## src/hdl/assert_macros.svh

```systemverilog
// ----------------------------------------------------------------------------
// assert_macros.svh
// concurrent assertion shorthands, clocked on clock and disabled in reset
// ----------------------------------------------------------------------------
`ifndef ASSERT_MACROS_SVH
`define ASSERT_MACROS_SVH

// condition and consequence in the same cycle
`define KCL_ASSERT_SAME(label, pre, post, msg) \
   label: assert property (@(posedge clock) disable iff (reset) (pre) |-> (post)) \
      else $error(msg);

// consequence in the cycle after the condition
`define KCL_ASSERT_NEXT(label, pre, post, msg) \
   label: assert property (@(posedge clock) disable iff (reset) (pre) |=> (post)) \
      else $error(msg);

`endif

```

## src/hdl/kcl_pkg.sv

```systemverilog
// ----------------------------------------------------------------------------
// kcl_pkg
// types, constants and helpers shared by the keypad code lock
// ----------------------------------------------------------------------------
package kcl_pkg;

   // code store geometry
   localparam int MAX_CODE = 128;
   localparam int POS_W    = $clog2(MAX_CODE);
   localparam int ADDR_W   = POS_W + 1;
   localparam int CS_DEPTH = 2 ** ADDR_W;

   localparam logic [3:0]  END_MARK       = 4'hF;
   localparam logic [15:0] IDLE_TICKS_RST = 16'd10;

   // request op codes
   localparam logic [1:0] OP_FRAME    = 2'd0;
   localparam logic [1:0] OP_PRESENCE = 2'd1;
   localparam logic [1:0] OP_TICK     = 2'd2;

   // special keys
   localparam logic [3:0] KEY_R    = 4'd3;
   localparam logic [3:0] KEY_O    = 4'd7;
   localparam logic [3:0] KEY_HASH = 4'd14;

   // verdict codes
   localparam logic [1:0] VERDICT_NONE    = 2'd0;
   localparam logic [1:0] VERDICT_OPEN    = 2'd1;
   localparam logic [1:0] VERDICT_REJECT  = 2'd2;
   localparam logic [1:0] VERDICT_CHANGED = 2'd3;

   typedef struct packed {
      logic [1:0]  op;
      logic [15:0] scan_frame;
   } req_type;

   typedef struct packed {
      logic [1:0] verdict;
      logic       key_valid;
      logic [3:0] key_index;
      logic [6:0] entry_count;
      logic       changing;
      logic       idle_expired;
   } rsp_type;

   typedef enum logic [1:0] {
      EV_NONE,
      EV_KEY,
      EV_PRESENCE,
      EV_TICK
   } ev_kind_type;

   // classified request handed from front to back
   typedef struct packed {
      ev_kind_type kind;
      logic [3:0]  key_index;
   } event_type;

   typedef struct packed {
      logic       is_digit;
      logic [3:0] value;
   } digit_type;

   function automatic digit_type digit_of(logic [3:0] key);
      digit_type d;
      d.is_digit = 1'b1;
      unique case (key)
         4'd0:    d.value = 4'd1;
         4'd1:    d.value = 4'd2;
         4'd2:    d.value = 4'd3;
         4'd4:    d.value = 4'd4;
         4'd5:    d.value = 4'd5;
         4'd6:    d.value = 4'd6;
         4'd8:    d.value = 4'd7;
         4'd9:    d.value = 4'd8;
         4'd10:   d.value = 4'd9;
         4'd13:   d.value = 4'd0;
         default: begin
            d.is_digit = 1'b0;
            d.value    = 4'd0;
         end
      endcase
      return d;
   endfunction

endpackage

```

## src/hdl/kcl_ram.sv

```systemverilog
// ----------------------------------------------------------------------------
// kcl_ram
// simple dual port ram, one write and one registered read per cycle
// ----------------------------------------------------------------------------
module kcl_ram #(
   parameter int WIDTH = 4,
   parameter int DEPTH = 256
) (
   input  logic                     clock,
   input  logic                     we,
   input  logic [$clog2(DEPTH)-1:0] waddr,
   input  logic [WIDTH-1:0]         wdata,
   input  logic                     re,
   input  logic [$clog2(DEPTH)-1:0] raddr,
   output logic [WIDTH-1:0]         rdata
);

   logic [WIDTH-1:0] mem_ff [DEPTH];
   logic [WIDTH-1:0] rdata_ff;

   always_ff @(posedge clock) begin
      if (we) begin
         mem_ff[waddr] <= wdata;
      end
      if (re) begin
         rdata_ff <= mem_ff[raddr];
      end
   end

   assign rdata = rdata_ff;

endmodule

```

## src/hdl/kcl_front.sv

```systemverilog
// ----------------------------------------------------------------------------
// kcl_front
// accepts requests, decodes scan frames and classifies them into events
// ----------------------------------------------------------------------------
module kcl_front (
   input  logic               clock,
   input  logic               reset,
   input  logic               push,
   input  kcl_pkg::req_type   req_data,
   input  logic               ev_full,
   output logic               ev_push,
   output kcl_pkg::event_type ev_data
);
   import kcl_pkg::*;

   logic [4:0] last_key_ff, last_key_in;
   logic [4:0] cur_key;

   // last row with any column wins, lowest column within it
   always_comb begin
      cur_key = 5'd0;
      for (int row = 0; row < 4; row++) begin
         for (int col = 3; col >= 0; col--) begin
            if (req_data.scan_frame[row*4 + col]) begin
               cur_key = 5'(row*4 + col + 1);
            end
         end
      end
   end

   always_comb begin
      ev_push           = push && !ev_full;
      last_key_in       = last_key_ff;
      ev_data.kind      = EV_NONE;
      ev_data.key_index = 4'd0;
      unique case (req_data.op)
         OP_FRAME: begin
            if (ev_push) begin
               last_key_in = cur_key;
            end
            if (cur_key != 5'd0 && cur_key != last_key_ff) begin
               ev_data.kind      = EV_KEY;
               ev_data.key_index = 4'(cur_key - 5'd1);
            end
         end
         OP_PRESENCE: ev_data.kind = EV_PRESENCE;
         OP_TICK:     ev_data.kind = EV_TICK;
         default:     ev_data.kind = EV_NONE;
      endcase
   end

   always_ff @(posedge clock) begin
      if (reset) begin
         last_key_ff <= 5'd0;
      end else begin
         last_key_ff <= last_key_in;
      end
   end

endmodule

```

## src/hdl/kcl_evq.sv

```systemverilog
// ----------------------------------------------------------------------------
// kcl_evq
// two entry event queue between front and back
// ----------------------------------------------------------------------------
module kcl_evq (
   input  logic               clock,
   input  logic               reset,
   input  logic               ev_push,
   input  kcl_pkg::event_type ev_wdata,
   input  logic               ev_pop,
   output logic               ev_full,
   output logic               ev_empty,
   output kcl_pkg::event_type ev_head
);
   import kcl_pkg::*;

   event_type  slot_ff [2];
   logic       wr_ptr_ff, wr_ptr_in;
   logic       rd_ptr_ff, rd_ptr_in;
   logic [1:0] count_ff, count_in;

   always_comb begin
      ev_full   = (count_ff == 2'd2);
      ev_empty  = (count_ff == 2'd0);
      ev_head   = slot_ff[rd_ptr_ff];
      wr_ptr_in = ev_push ? !wr_ptr_ff : wr_ptr_ff;
      rd_ptr_in = ev_pop  ? !rd_ptr_ff : rd_ptr_ff;
      count_in  = count_ff + 2'(ev_push) - 2'(ev_pop);
   end

   always_ff @(posedge clock) begin
      if (ev_push) begin
         slot_ff[wr_ptr_ff] <= ev_wdata;
      end
   end

   always_ff @(posedge clock) begin
      if (reset) begin
         wr_ptr_ff <= 1'b0;
         rd_ptr_ff <= 1'b0;
         count_ff  <= 2'd0;
      end else begin
         wr_ptr_ff <= wr_ptr_in;
         rd_ptr_ff <= rd_ptr_in;
         count_ff  <= count_in;
      end
   end

endmodule

```

## src/hdl/kcl_back.sv

```systemverilog
// ----------------------------------------------------------------------------
// kcl_back
// carries out events against the code store and holds the result register
// ----------------------------------------------------------------------------
module kcl_back (
   input  logic               clock,
   input  logic               reset,
   input  logic [15:0]        idle_ticks,
   input  logic               ev_empty,
   input  kcl_pkg::event_type ev_head,
   output logic               ev_pop,
   input  logic               pop,
   output logic               empty,
   output kcl_pkg::rsp_type   rsp_data
);
   import kcl_pkg::*;

   logic              busy_ff, busy_in;
   event_type         cur_ev_ff;
   logic              rd_loaded_ff, rd_loaded_in;
   logic              active_bank_ff, active_bank_in;
   logic [1:0]        bank_loaded_ff, bank_loaded_in;
   logic [POS_W-1:0]  entry_pos_ff, entry_pos_in;
   logic              change_mode_ff, change_mode_in;
   logic [15:0]       idle_count_ff, idle_count_in;
   logic              idle_running_ff, idle_running_in;
   rsp_type           rsp_ff, rsp_in;
   logic              rsp_full_ff, rsp_full_in;

   logic              exec;
   logic              ram_we;
   logic [ADDR_W-1:0] ram_waddr, ram_raddr;
   logic [3:0]        ram_wdata, ram_rdata;
   logic [3:0]        stored;
   digit_type         dg;
   logic [1:0]        verdict;
   logic              expired;
   logic [POS_W+6:0]  pos_ext;

   kcl_ram #(
      .WIDTH (4),
      .DEPTH (CS_DEPTH)
   ) u_code_store (
      .clock (clock),
      .we    (ram_we),
      .waddr (ram_waddr),
      .wdata (ram_wdata),
      .re    (ev_pop),
      .raddr (ram_raddr),
      .rdata (ram_rdata)
   );

   always_comb begin
      ev_pop    = !busy_ff && !ev_empty;
      exec      = busy_ff && (!rsp_full_ff || pop);
      ram_raddr = {active_bank_ff, entry_pos_ff};
      ram_waddr = {!active_bank_ff, entry_pos_ff};
      ram_we    = 1'b0;
      ram_wdata = END_MARK;

      // a bank never committed holds an empty code
      rd_loaded_in = ev_pop ? bank_loaded_ff[active_bank_ff] : rd_loaded_ff;
      stored       = rd_loaded_ff ? ram_rdata : END_MARK;
      dg           = digit_of(cur_ev_ff.key_index);

      active_bank_in  = active_bank_ff;
      bank_loaded_in  = bank_loaded_ff;
      entry_pos_in    = entry_pos_ff;
      change_mode_in  = change_mode_ff;
      idle_count_in   = idle_count_ff;
      idle_running_in = idle_running_ff;
      verdict         = VERDICT_NONE;
      expired         = 1'b0;

      if (exec) begin
         unique case (cur_ev_ff.kind)
            EV_KEY: begin
               idle_count_in   = idle_ticks;
               idle_running_in = 1'b1;
               priority if (dg.is_digit) begin
                  if (change_mode_ff) begin
                     // keep room for the end mark
                     if (entry_pos_ff < POS_W'(MAX_CODE - 1)) begin
                        ram_we       = 1'b1;
                        ram_wdata    = dg.value;
                        entry_pos_in = entry_pos_ff + POS_W'(1);
                     end
                  end else if (stored == dg.value) begin
                     entry_pos_in = entry_pos_ff + POS_W'(1);
                  end else begin
                     entry_pos_in = '0;
                  end
               end else if (cur_ev_ff.key_index == KEY_HASH) begin
                  if (change_mode_ff) begin
                     ram_we                          = 1'b1;
                     ram_wdata                       = END_MARK;
                     active_bank_in                  = !active_bank_ff;
                     bank_loaded_in[!active_bank_ff] = 1'b1;
                     change_mode_in                  = 1'b0;
                     verdict                         = VERDICT_CHANGED;
                  end else if (stored == END_MARK) begin
                     verdict = VERDICT_OPEN;
                  end else begin
                     verdict = VERDICT_REJECT;
                  end
                  entry_pos_in = '0;
               end else if (cur_ev_ff.key_index == KEY_R) begin
                  change_mode_in = 1'b1;
                  entry_pos_in   = '0;
               end else if (cur_ev_ff.key_index == KEY_O) begin
                  entry_pos_in = '0;
               end else begin
                  // remaining keys only restart the idle timer
               end
            end
            EV_PRESENCE: begin
               idle_count_in   = idle_ticks;
               idle_running_in = 1'b1;
            end
            EV_TICK: begin
               if (idle_running_ff) begin
                  if (idle_count_ff <= 16'd1) begin
                     idle_count_in   = 16'd0;
                     idle_running_in = 1'b0;
                     entry_pos_in    = '0;
                     change_mode_in  = 1'b0;
                     expired         = 1'b1;
                  end else begin
                     idle_count_in = idle_count_ff - 16'd1;
                  end
               end
            end
            default: begin
            end
         endcase
      end

      pos_ext              = {7'd0, entry_pos_in};
      rsp_in               = rsp_ff;
      if (exec) begin
         rsp_in.verdict      = verdict;
         rsp_in.key_valid    = (cur_ev_ff.kind == EV_KEY);
         rsp_in.key_index    = (cur_ev_ff.kind == EV_KEY) ? cur_ev_ff.key_index : 4'd0;
         rsp_in.entry_count  = pos_ext[6:0];
         rsp_in.changing     = change_mode_in;
         rsp_in.idle_expired = expired;
      end

      priority if (exec) begin
         rsp_full_in = 1'b1;
      end else if (pop) begin
         rsp_full_in = 1'b0;
      end else begin
         rsp_full_in = rsp_full_ff;
      end

      priority if (ev_pop) begin
         busy_in = 1'b1;
      end else if (exec) begin
         busy_in = 1'b0;
      end else begin
         busy_in = busy_ff;
      end

      empty    = !rsp_full_ff;
      rsp_data = rsp_ff;
   end

   always_ff @(posedge clock) begin
      if (ev_pop) begin
         cur_ev_ff <= ev_head;
      end
      rd_loaded_ff <= rd_loaded_in;
      rsp_ff       <= rsp_in;
   end

   always_ff @(posedge clock) begin
      if (reset) begin
         busy_ff         <= 1'b0;
         active_bank_ff  <= 1'b0;
         bank_loaded_ff  <= 2'b00;
         entry_pos_ff    <= '0;
         change_mode_ff  <= 1'b0;
         idle_count_ff   <= 16'd0;
         idle_running_ff <= 1'b0;
         rsp_full_ff     <= 1'b0;
      end else begin
         busy_ff         <= busy_in;
         active_bank_ff  <= active_bank_in;
         bank_loaded_ff  <= bank_loaded_in;
         entry_pos_ff    <= entry_pos_in;
         change_mode_ff  <= change_mode_in;
         idle_count_ff   <= idle_count_in;
         idle_running_ff <= idle_running_in;
         rsp_full_ff     <= rsp_full_in;
      end
   end

endmodule

```

## src/hdl/keypad_code_lock.sv

```systemverilog
// ----------------------------------------------------------------------------
// Keypad code lock: scan frames, presence events and timer ticks go in through
// a queue-like push/full port and each gives exactly one result on the
// empty/pop side, in order. The back end takes one item at a time: it first
// does the registered read of the code store at the current entry position,
// then updates the state and loads the result register once that register
// is free or being popped. A two entry event queue lets requests keep
// arriving while a result waits. There is no clearing pass after reset: a
// bank that has never had a code committed reads as the empty code. The idle
// timeout register is written over the csr port, which is always ready, and
// should only be written while the lock has no request in flight.
// ----------------------------------------------------------------------------
`include "assert_macros.svh"

module keypad_code_lock (
   input  logic             clock,
   input  logic             reset,
   input  logic             push,
   output logic             full,
   input  kcl_pkg::req_type req_data,
   output logic             empty,
   input  logic             pop,
   output kcl_pkg::rsp_type rsp_data,
   input  logic             csr_valid,
   output logic             csr_ready,
   input  logic [15:0]      csr_wdata
);
   import kcl_pkg::*;

   logic [15:0] idle_ticks_ff, idle_ticks_in;
   logic        ev_push, ev_pop, ev_full, ev_empty;
   event_type   ev_wdata, ev_head;

   always_comb begin
      csr_ready     = 1'b1;
      idle_ticks_in = (csr_valid && csr_ready) ? csr_wdata : idle_ticks_ff;
      full          = ev_full;
   end

   always_ff @(posedge clock) begin
      if (reset) begin
         idle_ticks_ff <= IDLE_TICKS_RST;
      end else begin
         idle_ticks_ff <= idle_ticks_in;
      end
   end

   kcl_front u_front (
      .clock    (clock),
      .reset    (reset),
      .push     (push),
      .req_data (req_data),
      .ev_full  (ev_full),
      .ev_push  (ev_push),
      .ev_data  (ev_wdata)
   );

   kcl_evq u_evq (
      .clock    (clock),
      .reset    (reset),
      .ev_push  (ev_push),
      .ev_wdata (ev_wdata),
      .ev_pop   (ev_pop),
      .ev_full  (ev_full),
      .ev_empty (ev_empty),
      .ev_head  (ev_head)
   );

   kcl_back u_back (
      .clock      (clock),
      .reset      (reset),
      .idle_ticks (idle_ticks_ff),
      .ev_empty   (ev_empty),
      .ev_head    (ev_head),
      .ev_pop     (ev_pop),
      .pop        (pop),
      .empty      (empty),
      .rsp_data   (rsp_data)
   );

   // back end never takes events in consecutive cycles
   `KCL_ASSERT_NEXT(a_pop_spacing, ev_pop, !ev_pop, "event popped twice in a row")
   `KCL_ASSERT_SAME(a_key_idx_zero, !empty && !rsp_data.key_valid, rsp_data.key_index == 4'd0, "key index without key")
   `KCL_ASSERT_SAME(a_expire_clears, !empty && rsp_data.idle_expired, rsp_data.entry_count == 7'd0 && !rsp_data.changing, "expiry left entry state")

endmodule

```

## config.mk

```make
export PLATFORM = sky130hd
export DESIGN_NAME = keypad_code_lock
export DESIGN_NICKNAME = d
export VERILOG_FILES = /design/src/hdl/kcl_pkg.sv /design/src/hdl/kcl_ram.sv /design/src/hdl/kcl_front.sv /design/src/hdl/kcl_evq.sv /design/src/hdl/kcl_back.sv /design/src/hdl/keypad_code_lock.sv
export VERILOG_INCLUDE_DIRS = /design/src /design/src/hdl
export SDC_FILE = /design/constraint.sdc
export NUM_CORES = 1
export LEC_CHECK = 0
export BUFFER_PORTS_ARGS = -buffer_cell sky130_fd_sc_hd__buf_2
export CORE_MARGIN = 1
export CORE_UTILIZATION = 55
export CTS_BUF_LIST = sky130_fd_sc_hd__clkbuf_16
export CTS_CLUSTER_SIZE = 10
export DETAILED_ROUTE_END_ITERATION = 6
export PLACE_DENSITY_LB_ADDON = 0.05
export RECOVER_POWER = 50
export SYNTH_ARGS = -nofsm -noshare
export SYNTH_HDL_FRONTEND = slang
export SYNTH_SLANG_ARGS = --single-unit
```

## constraint.sdc

```tcl
create_clock -name clock -period 33.2 [get_ports clock]
set_input_delay 1.66 -clock clock [delete_from_list [all_inputs] [get_ports clock]]
set_output_delay 1.66 -clock clock [all_outputs]
set_load 0.005 [all_outputs]
```

# Word level (Yosys, flattened, before mapping)
# Memory sizes are Yosys's and may differ from the RTL's. A register that Yosys moved wholly into a read port is not among the register bits.
# Cells that the tools add are included.
word_totals:
  ff_bits: 72
  latchBits: 0
  mem_bits_rw: 1036
  mem_bits_ro: 0
  inputBits: 39
  out_inout_bits: 19
  word_cells: 159
  mem_count: 2
memory_table:
  columns: ["name", "words", "width", "rd", "rd_ports_with_merged_regs", "wr", "line", "text"]
  rows:
  - ["u_back.u_code_store.mem_ff", 256, 4, 1, 1, 1, "kcl_ram.sv:18", "logic [WIDTH-1:0] mem_ff [DEPTH];"]
  - ["u_evq.slot_ff", 2, 6, 1, 1, 1, "kcl_evq.sv:17", "event_type slot_ff [2];"]
op_classes:
  add_sub_neg: 5
  mul: 0
  n_div: 0
  order_cmp: 5
  n_eq_ne: 22
  shift: 0
  muxes: 73
  n_bitwise: 4
  n_reduce_logical: 28
ops:
  columns: ["op", "n"]
  rows:
  - ["$mux W7", 10]
  - ["$mux W4", 15]
  - ["$pmux W4 S9", 1]
  - ["$mux W16", 2]
  - ["$pmux W16 S2", 1]
  - ["$mux W1", 28]
  - ["$mux W5", 5]
  - ["$eq A4 B4 Y1 const B", 6]
  - ["$eq A4 B3 Y1 const B", 4]
  - ["$le A16 B1 Y1 const B", 1]
  - ["$sub A16 B1 Y16 const B", 1]
  - ["$pmux W7 S2", 1]
  - ["$mux W3", 4]
  - ["$reduce_or A10 Y1", 1]
  - ["$eq A2 B2 Y1 const B", 4]
  - ["$eq A4 B2 Y1 const B", 2]
  - ["$add A7 B1 Y7 const B", 1]
  - ["$logic_not A1 Y1", 7]
  - ["$lt A7 B7 Y1 const B", 1]
  - ["$pmux W2 S3", 1]
  - ["$reduce_and A2 Y1", 3]
  - ["$reduce_bool A2 Y1", 3]
  - ["$logic_and A1 B1 Y1", 5]
  - ["$ne A5 B5 Y1", 1]
  - ["22 further kinds", 29]

# Logic depth before layout (Yosys ltp)
# Gate-level depths: netlist of run 1.
logic_depth:
  word_depth: 20
  depth_mapped: 12
  ltp_nobuf: 12

# By module
# A second synthesis of run 1 with hierarchy kept.
unflattened:
  hier_cells: 2556
  area_unflattened_um2: 45523.7
modules_own_cells:
  columns: ["module", "instances", "cells_per_inst", "area_each_um2", "seq_area_each_um2"]
  rows:
  - ["kcl_ram", 1, 2051, 40715.3, 30869.6]
  - ["kcl_back", 1, 335, 2956.6, 1291.2]
  - ["kcl_evq", 1, 40, 649.4, 460.4]
  - ["kcl_front", 1, 76, 608.1, 100.1]
  - ["keypad_code_lock", 1, 54, 594.3, 320.3]

# Worst setup path before layout of run 1
# OpenSTA, ideal clock, no wires.
synth_timing:
  kind: "register to register"
  start: "register, netlist name u_back.cur_ev_ff[1]"
  end: "memory u_back.u_code_store.mem_ff[0][1] (data pin)"
  arrival_time_ps: 10749
  required_ps: 31013
  slack_ps: 20264
  stages_incl_launch_ff: 5
  path_buffers: 1
  path_cell_list: "edfxtp_1 clkbuf_1 nor2_1 mux2i_1 o21ai_0"
synth_via:
  elab_chain_cells: 7
  elab_cells_between_ends: 18
synth_rtl:
  columns: ["element", "line", "text"]
  rows:
  - ["$eq A4 B4 Y1, or another cell as far along", "kcl_pkg.sv:67", "unique case (key)"]
  - ["$pmux W4 S9", "kcl_pkg.sv:67", null]
  - ["$mux W4", "kcl_back.sv:83", "if (entry_pos_ff < POS_W'(MAX_CODE - 1)) begin"]
  - ["$mux W4", "kcl_back.sv:81", "if (change_mode_ff) begin"]
  - ["$mux W4 (*)", "kcl_back.sv:80", "priority if (dg.is_digit) begin"]
  - ["$mux W4 (*)", "kcl_back.sv:76", "unique case (cur_ev_ff.kind)"]
  - ["$mux W4 (*)", "kcl_back.sv:75", "if (exec) begin"]
  - ["named net u_back.ram_wdata[1]", "kcl_back.sv:33", "logic [3:0] ram_wdata, ram_rdata;"]
  - ["end: declaration", "kcl_ram.sv:18", null]
# The timed path passes the listed nets; every way through them passes the cells marked *.

# Worst setup path in the final report of run 1
layout_timing:
  start: "register u_back.entry_pos_ff[1]"
  end: "memory u_back.u_code_store.mem_ff[249][2] (data pin)"
layout_via:
  elab_chain_cells: 6
layout_rtl:
  columns: ["element", "line", "text"]
  rows:
  - ["start: declaration", "kcl_back.sv:23", "logic [POS_W-1:0] entry_pos_ff, entry_pos_in;"]
  - ["start signal: assignment", "kcl_back.sv:191", "entry_pos_ff <= entry_pos_in;"]
  - ["$lt A7 B7 Y1", "kcl_back.sv:83", null]
  - ["$mux W4", "kcl_back.sv:83", null]
  - ["$mux W4", "kcl_back.sv:81", null]
  - ["$mux W4", "kcl_back.sv:80", null]
  - ["$mux W4", "kcl_back.sv:76", null]
  - ["$mux W4", "kcl_back.sv:75", null]
  - ["named net u_back.ram_wdata[2]", "kcl_back.sv:33", null]
# The timed path passes the listed nets, and every way through them passes these cells.

==> results of run 1 <==
-- power by group through the flow --
| stage | registers [mW] | clock network [mW] | logic [mW] |
|---|---|---|---|
| 6_report | 1.57 | 1.26 | 0.137 |
| 4_1_cts | 1.57 | 1.27 | 0.142 |
| 5_1_grt | 1.57 | 1.32 | 0.152 |
| 3_3_place_gp | 1.60 | 0 | 0.138 |
| 3_5_place_dp | 1.60 | 0 | 0.141 |
| 2_1_floorplan | 1.59 | 0 | 0.111 |
-- worst max-delay path, cell delays in order (launching register included) --
cell and delay, ns:
dfxtp_1 2.31, and4_1 0.60, and3_1 0.23, nand2b_1 0.16, nor2_1 0.10, o21a_1 0.18
o21ai_4 0.07, clkbuf_1 7.44
-- routing by layer --
metal / global-route usage, % / routed length (µm) / vias up
met5: 0.814 / 108 / -
li1: - / - / 10000
met3: 5.80 / 9090 / 226
met1: 38.3 / 44400 / 12400
met4: 8.77 / 3140 / 4
met2: 41.8 / 52300 / 1086
-- worst paths after layout --
kind / from / end / slack (ns) / depth (start not counted)
worst max register to register: u_back.entry_pos_ff[1] / u_back.u_code_store.mem_ff[249][2] / 19.98 / 7
worst max-delay path: u_back.entry_pos_ff[1] / u_back.u_code_store.mem_ff[249][2] / 19.98 / 7
worst min-delay path: idle_ticks_ff[3] / idle_ticks_ff[3] / 0.49 / 2
worst min register to register: idle_ticks_ff[3] / idle_ticks_ff[3] / 0.49 / 2
-- sequential cells by signal, indices dropped and copies added (netlist names) --
| signal | count |
|---|---|
| u_back.entry_pos_ff | 7 |
| u_back.bank_loaded_ff | 2 |
| u_evq.slot_ff | 12 |
| u_back.active_bank_ff | 1 |
| u_back.u_code_store.rdata | 4 |
| u_back.idle_running_ff | 1 |
| u_front.last_key_ff | 5 |
| u_evq.rd_ptr_ff | 1 |
| u_evq.wr_ptr_ff | 1 |
| u_back.change_mode_ff | 1 |
| u_back.u_code_store.mem_ff | 1024 |
| u_back.rd_loaded_ff | 1 |
| u_back.rsp_full_ff | 1 |
| u_back.cur_ev_ff | 6 |
| u_back.busy_ff | 1 |
| idle_ticks_ff | 16 |
| u_back.rsp_data | 16 |
| u_evq.count_ff | 2 |
| u_back.idle_count_ff | 16 |
-- per-stage QoR --
stage	power [mW]	hold slack [ns]	instance area (µm²)	std cells
CTS	2.99	0.480	49900	3629
global route	3.05	0.509	49800	3629
floorplan	1.70	0.431	45000	2455
detailed placement	1.74	0.466	46300	3455
finish	2.96	0.485	49800	3629
global placement	1.74	0.444	46300	3455
-- cell families after synthesis --
group	count (synthesis)	share of synthesized area [%]
flops	1118	73.4
simple gates	585	5.69
mux	332	15.2
compound gates	224	3.39
buf+inv	168	1.72
xor+xnor	16	0.311
fa+ha+maj	11	0.306
other cells	1	0.00833
-- layout by cell type (no fill, tap or decap), types with 38 or more instances in the layout --
master     count
mux4_2       281
a21oi_1       47
a22oi_1       42
edfxtp_1    1063
nand2_1       89
clkbuf_16    131
inv_1         47
nor2_1       337
mux2i_1       43
dfxtp_1       52
nand3_1       43
buf_2         38
-- area by class of cell --
class,count,area [µm²],share of cell area [%]
Clock buffer,131,3280,6.58
Clock inverter,43,358,0.718
Inverter,25,93.8,0.188
Multi-Input combinational cell,1169,11300,22.6
Sequential cell,1118,33000,66.3
Tap cell,1060,1330,2.66
Timing Repair Buffer,83,475,0.954
==> reports/qor.txt, run 1 <==
status = finished with violations
failing checks = design-rule violations, max-capacitance violations, max-slew violations
GRT Overall Usage = 26.9%
P&R area growth vs syn = 10.7%
crit path DAT = 12.14 ns
Final period util = 39.8%
Static Leakage = 18.2 nW
Max Freq = 75.6 MHz
cell taking the most area after synthesis = edfxtp_1
Power Dens Cells = 59.5 nW/µm²
first-pass iteration count of the detailed router = 7
Site Rows = 104
HPWL Detailed = 63400 µm
top cell type's share of synthesized area = 70.9%
I/O Pins = 58
critical path endpoint category = register
vias per std cell = 6.55
Die W = 288 µm
final WL = 109000 µm
share of layout cells above drive strength 1 = 20.4%
worst slew pin tran = 10.89 ns
Vias = 23800
die span in y = 288 µm
Sw Pwr = 0.647 mW
Post-CTS Hold Fix Bufs = 0
synthesized area per cell = 18.3 µm²
sequential area share after synthesis = 73.4%
yosys warns = 0
number of DRC markers in iteration 0 = 2847
Worst-path clk slew = 0.06 ns
Logic pwr share = 4.6%
Clock Latency Late Sink = 0.72 ns
Final ANT Viol Nets = 0
n_diodes = 0
hold crit path type = register to register
Syn Inst Count = 2455
Placement Setup Slack = 27.86 ns
Clock Path Buffers = 3
Seq pwr share = 53.0%
clock network power share = 42.4%
RSZ-0062 raised after global routing = false
pin count of the biggest net entering global routing = 257
PostCTS Resize Cnt = 0
Worst Path Max Fanout = 256
GR Overflow Total = 0
routability cong. = 0.875
Fillers = 5735
#FFs+latches synth = 1118
Core Region = 80800 µm²
dominant synthesized flop cell = edfxtp_1
initial core utilization = 55.7%
DR DRC count = 10
Pint = 2.32 mW
asr flop ratio synth = 0%
syn nets = 2505
CTS sink cnt = 1118
post-layout util = 61.7%
TritonCTS clock tree = done
Port Buf Inserts = 56
clock skew = 0.0363 ns
endpoints failing hold = 0
Post-synth EDFFs = 1063
Sw Ratio = 21.8%
total CTS buffers = 131
vias in the first global route = 24000
max_cap viols = 11
clk root buf = clkbuf_16
crit path time final = 13.22 ns
Avg WL per Cell = 30.1 µm
global-route wire length before repair = 160000 µm
Nets = 2578
Crit path required time = 32.12 ns
max-slew violations = 823
Commonest cells post-synth = 1063 x edfxtp_1, 338 x nor2_1, 281 x mux4_2
DIE AREA = 83000 µm²
CTS HTree Levels = 4
mapped cell area = 45000 µm²
post-synthesis cell type count = 72
antenna violations before repair = 1
top cells by area, synth = edfxtp_1 71%, mux4_2 14%, nor2_1 2.8%, dfxtp_1 2.4%, mux2i_1 0.96%
CP Class = register to register
Post-CTS Setup Bufs = 0
Slew headroom = -626%
Finish-stage setup viols = 0
min setup slack post-route = 19.98 ns
Final TNS setup = 0 ns
most numerous cell in the Yosys netlist = edfxtp_1
Worst IR Drop VDD = 0.0000547 V
crit start category = register
Power figures use the tool's default switching activity.
==> run 2, diff against run 1 <==
clock period = 13.2 ns   (was 33.2 ns; I/O delays follow)
==> reports/qor.txt, run 2 (synthesized netlist as in run 1, its figures left out) <==
status = finished with violations
failing checks = design-rule violations, max-capacitance violations, max-slew violations
Slew headroom = -112%
DIE AREA = 83000 µm²
first-pass iteration count of the detailed router = 7
Static Leakage = 18.2 nW
Placement Setup Slack = 8.47 ns
Clock Path Buffers = 3
GRT Overall Usage = 27.5%
crit path time final = 7.42 ns
initial core utilization = 55.7%
most common cell after layout, fill and taps aside = edfxtp_1
Reg with most FFs = u_back.u_code_store.mem_ff
R2R depth = 8
P&R area growth vs syn = 10.8%
max-slew violations = 208
HPWL Detailed = 65800 µm
Finish-stage setup viols = 0
PostCTS Resize Cnt = 0
Sw Pwr = 1.60 mW
DR DRC count = 10
Sw Ratio = 21.5%
Clock Latency Late Sink = 0.73 ns
Crit path required time = 13.58 ns
worst slew pin tran = 3.15 ns
CTS HTree Levels = 4
routability cong. = 0.900
die span in y = 288 µm
pin count of the biggest net entering global routing = 229
TritonCTS clock tree = done
Site Rows = 104
I/O Pins = 58
CP Class = register to register
crit path DAT = 7.80 ns
endpoints failing hold = 0
Worst IR Drop VDD = 0.000106 V
Post-CTS Setup Bufs = 0
post-layout util = 61.7%
vias per std cell = 6.57
vias in the first global route = 24200
Final ANT Viol Nets = 0
Nets = 2587
Pint = 5.85 mW
Port Buf Inserts = 56
clk root buf = clkbuf_16
Worst Path Max Fanout = 88
Core Region = 80800 µm²
critical path endpoint category = register
crit start category = register
global-route wire length before repair = 163000 µm
most frequent cells in the layout = 1063 x edfxtp_1, 337 x nor2_1, 281 x mux4_2
Largest register FFs = 1024
min setup slack post-route = 5.78 ns
worst hold stages = 3
antenna violations before repair = 0
Logic pwr share = 4.7%
total CTS buffers = 131
GR Overflow Total = 0
clock network power share = 42.4%
RSZ-0062 raised after global routing = false
hold crit path type = input port to register
clock skew = 0.0270 ns
final WL = 111000 µm
Final TNS setup = 0 ns
Avg WL per Cell = 30.6 µm
share of layout cells above drive strength 1 = 20.9%
Seq pwr share = 53.0%
Power Dens Cells = 149 nW/µm²
Post-CTS Hold Fix Bufs = 0
CTS sink cnt = 1118
max_cap viols = 6
Vias = 23900
Max Freq = 135 MHz
Final period util = 56.2%
number of DRC markers in iteration 0 = 2658
Die W = 288 µm
Worst-path clk slew = 0.06 ns
run 2: area by class of cell:
| class | count | area, µm² |
|---|---|---|
| multi-input combinational | 1169 | 11200 |
| tap | 1060 | 1330 |
| timing repair buffer | 92 | 564 |
| clock inverter | 36 | 258 |
| fill | 5762 | 30900 |
| inverter | 25 | 93.8 |
| sequential | 1118 | 33000 |
| clock buffer | 135 | 3380 |
| antenna | 1 | 2.50 |
run 2: per-stage QoR:
| step | power (mW) | hold WS (ns) | instances | cell area [µm²] |
|---|---|---|---|---|
| floorplan | 4.27 | 0.431 | 2455 | 45000 |
| global placement | 4.37 | 0.446 | 3464 | 46300 |
| detailed placement | 4.38 | 0.458 | 3464 | 46300 |
| CTS | 7.52 | 0.126 | 3635 | 50000 |
| global route | 7.66 | 0.169 | 3635 | 49900 |
| finish | 7.45 | 0.172 | 3636 | 49900 |
run 2: path summary, 6_finish.rpt:
kind,from,to,slack [ns]
worst max register to register,u_back.entry_pos_ff[1],u_back.u_code_store.mem_ff[160][2],5.78
worst min-delay path,csr_wdata[3],idle_ticks_ff[3],0.17
worst max-delay path,u_back.entry_pos_ff[1],u_back.u_code_store.mem_ff[160][2],5.78
worst min register to register,u_back.bank_loaded_ff[0],u_back.bank_loaded_ff[0],0.47
run 2: power groups by stage:
stage                     registers (mW)  logic [mW]  clock network [mW]
after floorplan                     3.99       0.280                   0
after global placement              4.02       0.348                   0
after detailed placement            4.02       0.361                   0
after CTS                           3.95       0.364                3.20
after global routing                3.95       0.388                3.32
final                               3.95       0.347                3.16
run 2: routing by layer:
layer	global-route usage [%]	share of wire, %	up-vias
met4	9.40	3.2	0
met3	6.08	8.6	239
li1	-	-	9996
met2	42.6	48	1134
met1	39.0	40	12500
met5	0	0	-
run 2: critical path, stage by stage, from the launching register on:
cell	delay, ns
dfxtp_1	2.28
and4_1	0.60
and3_1	0.23
nand2b_1	0.13
nor2_1	0.08
o21a_1	0.12
o21ai_0	1.11
clkbuf_1	1.51
buf_4	0.89
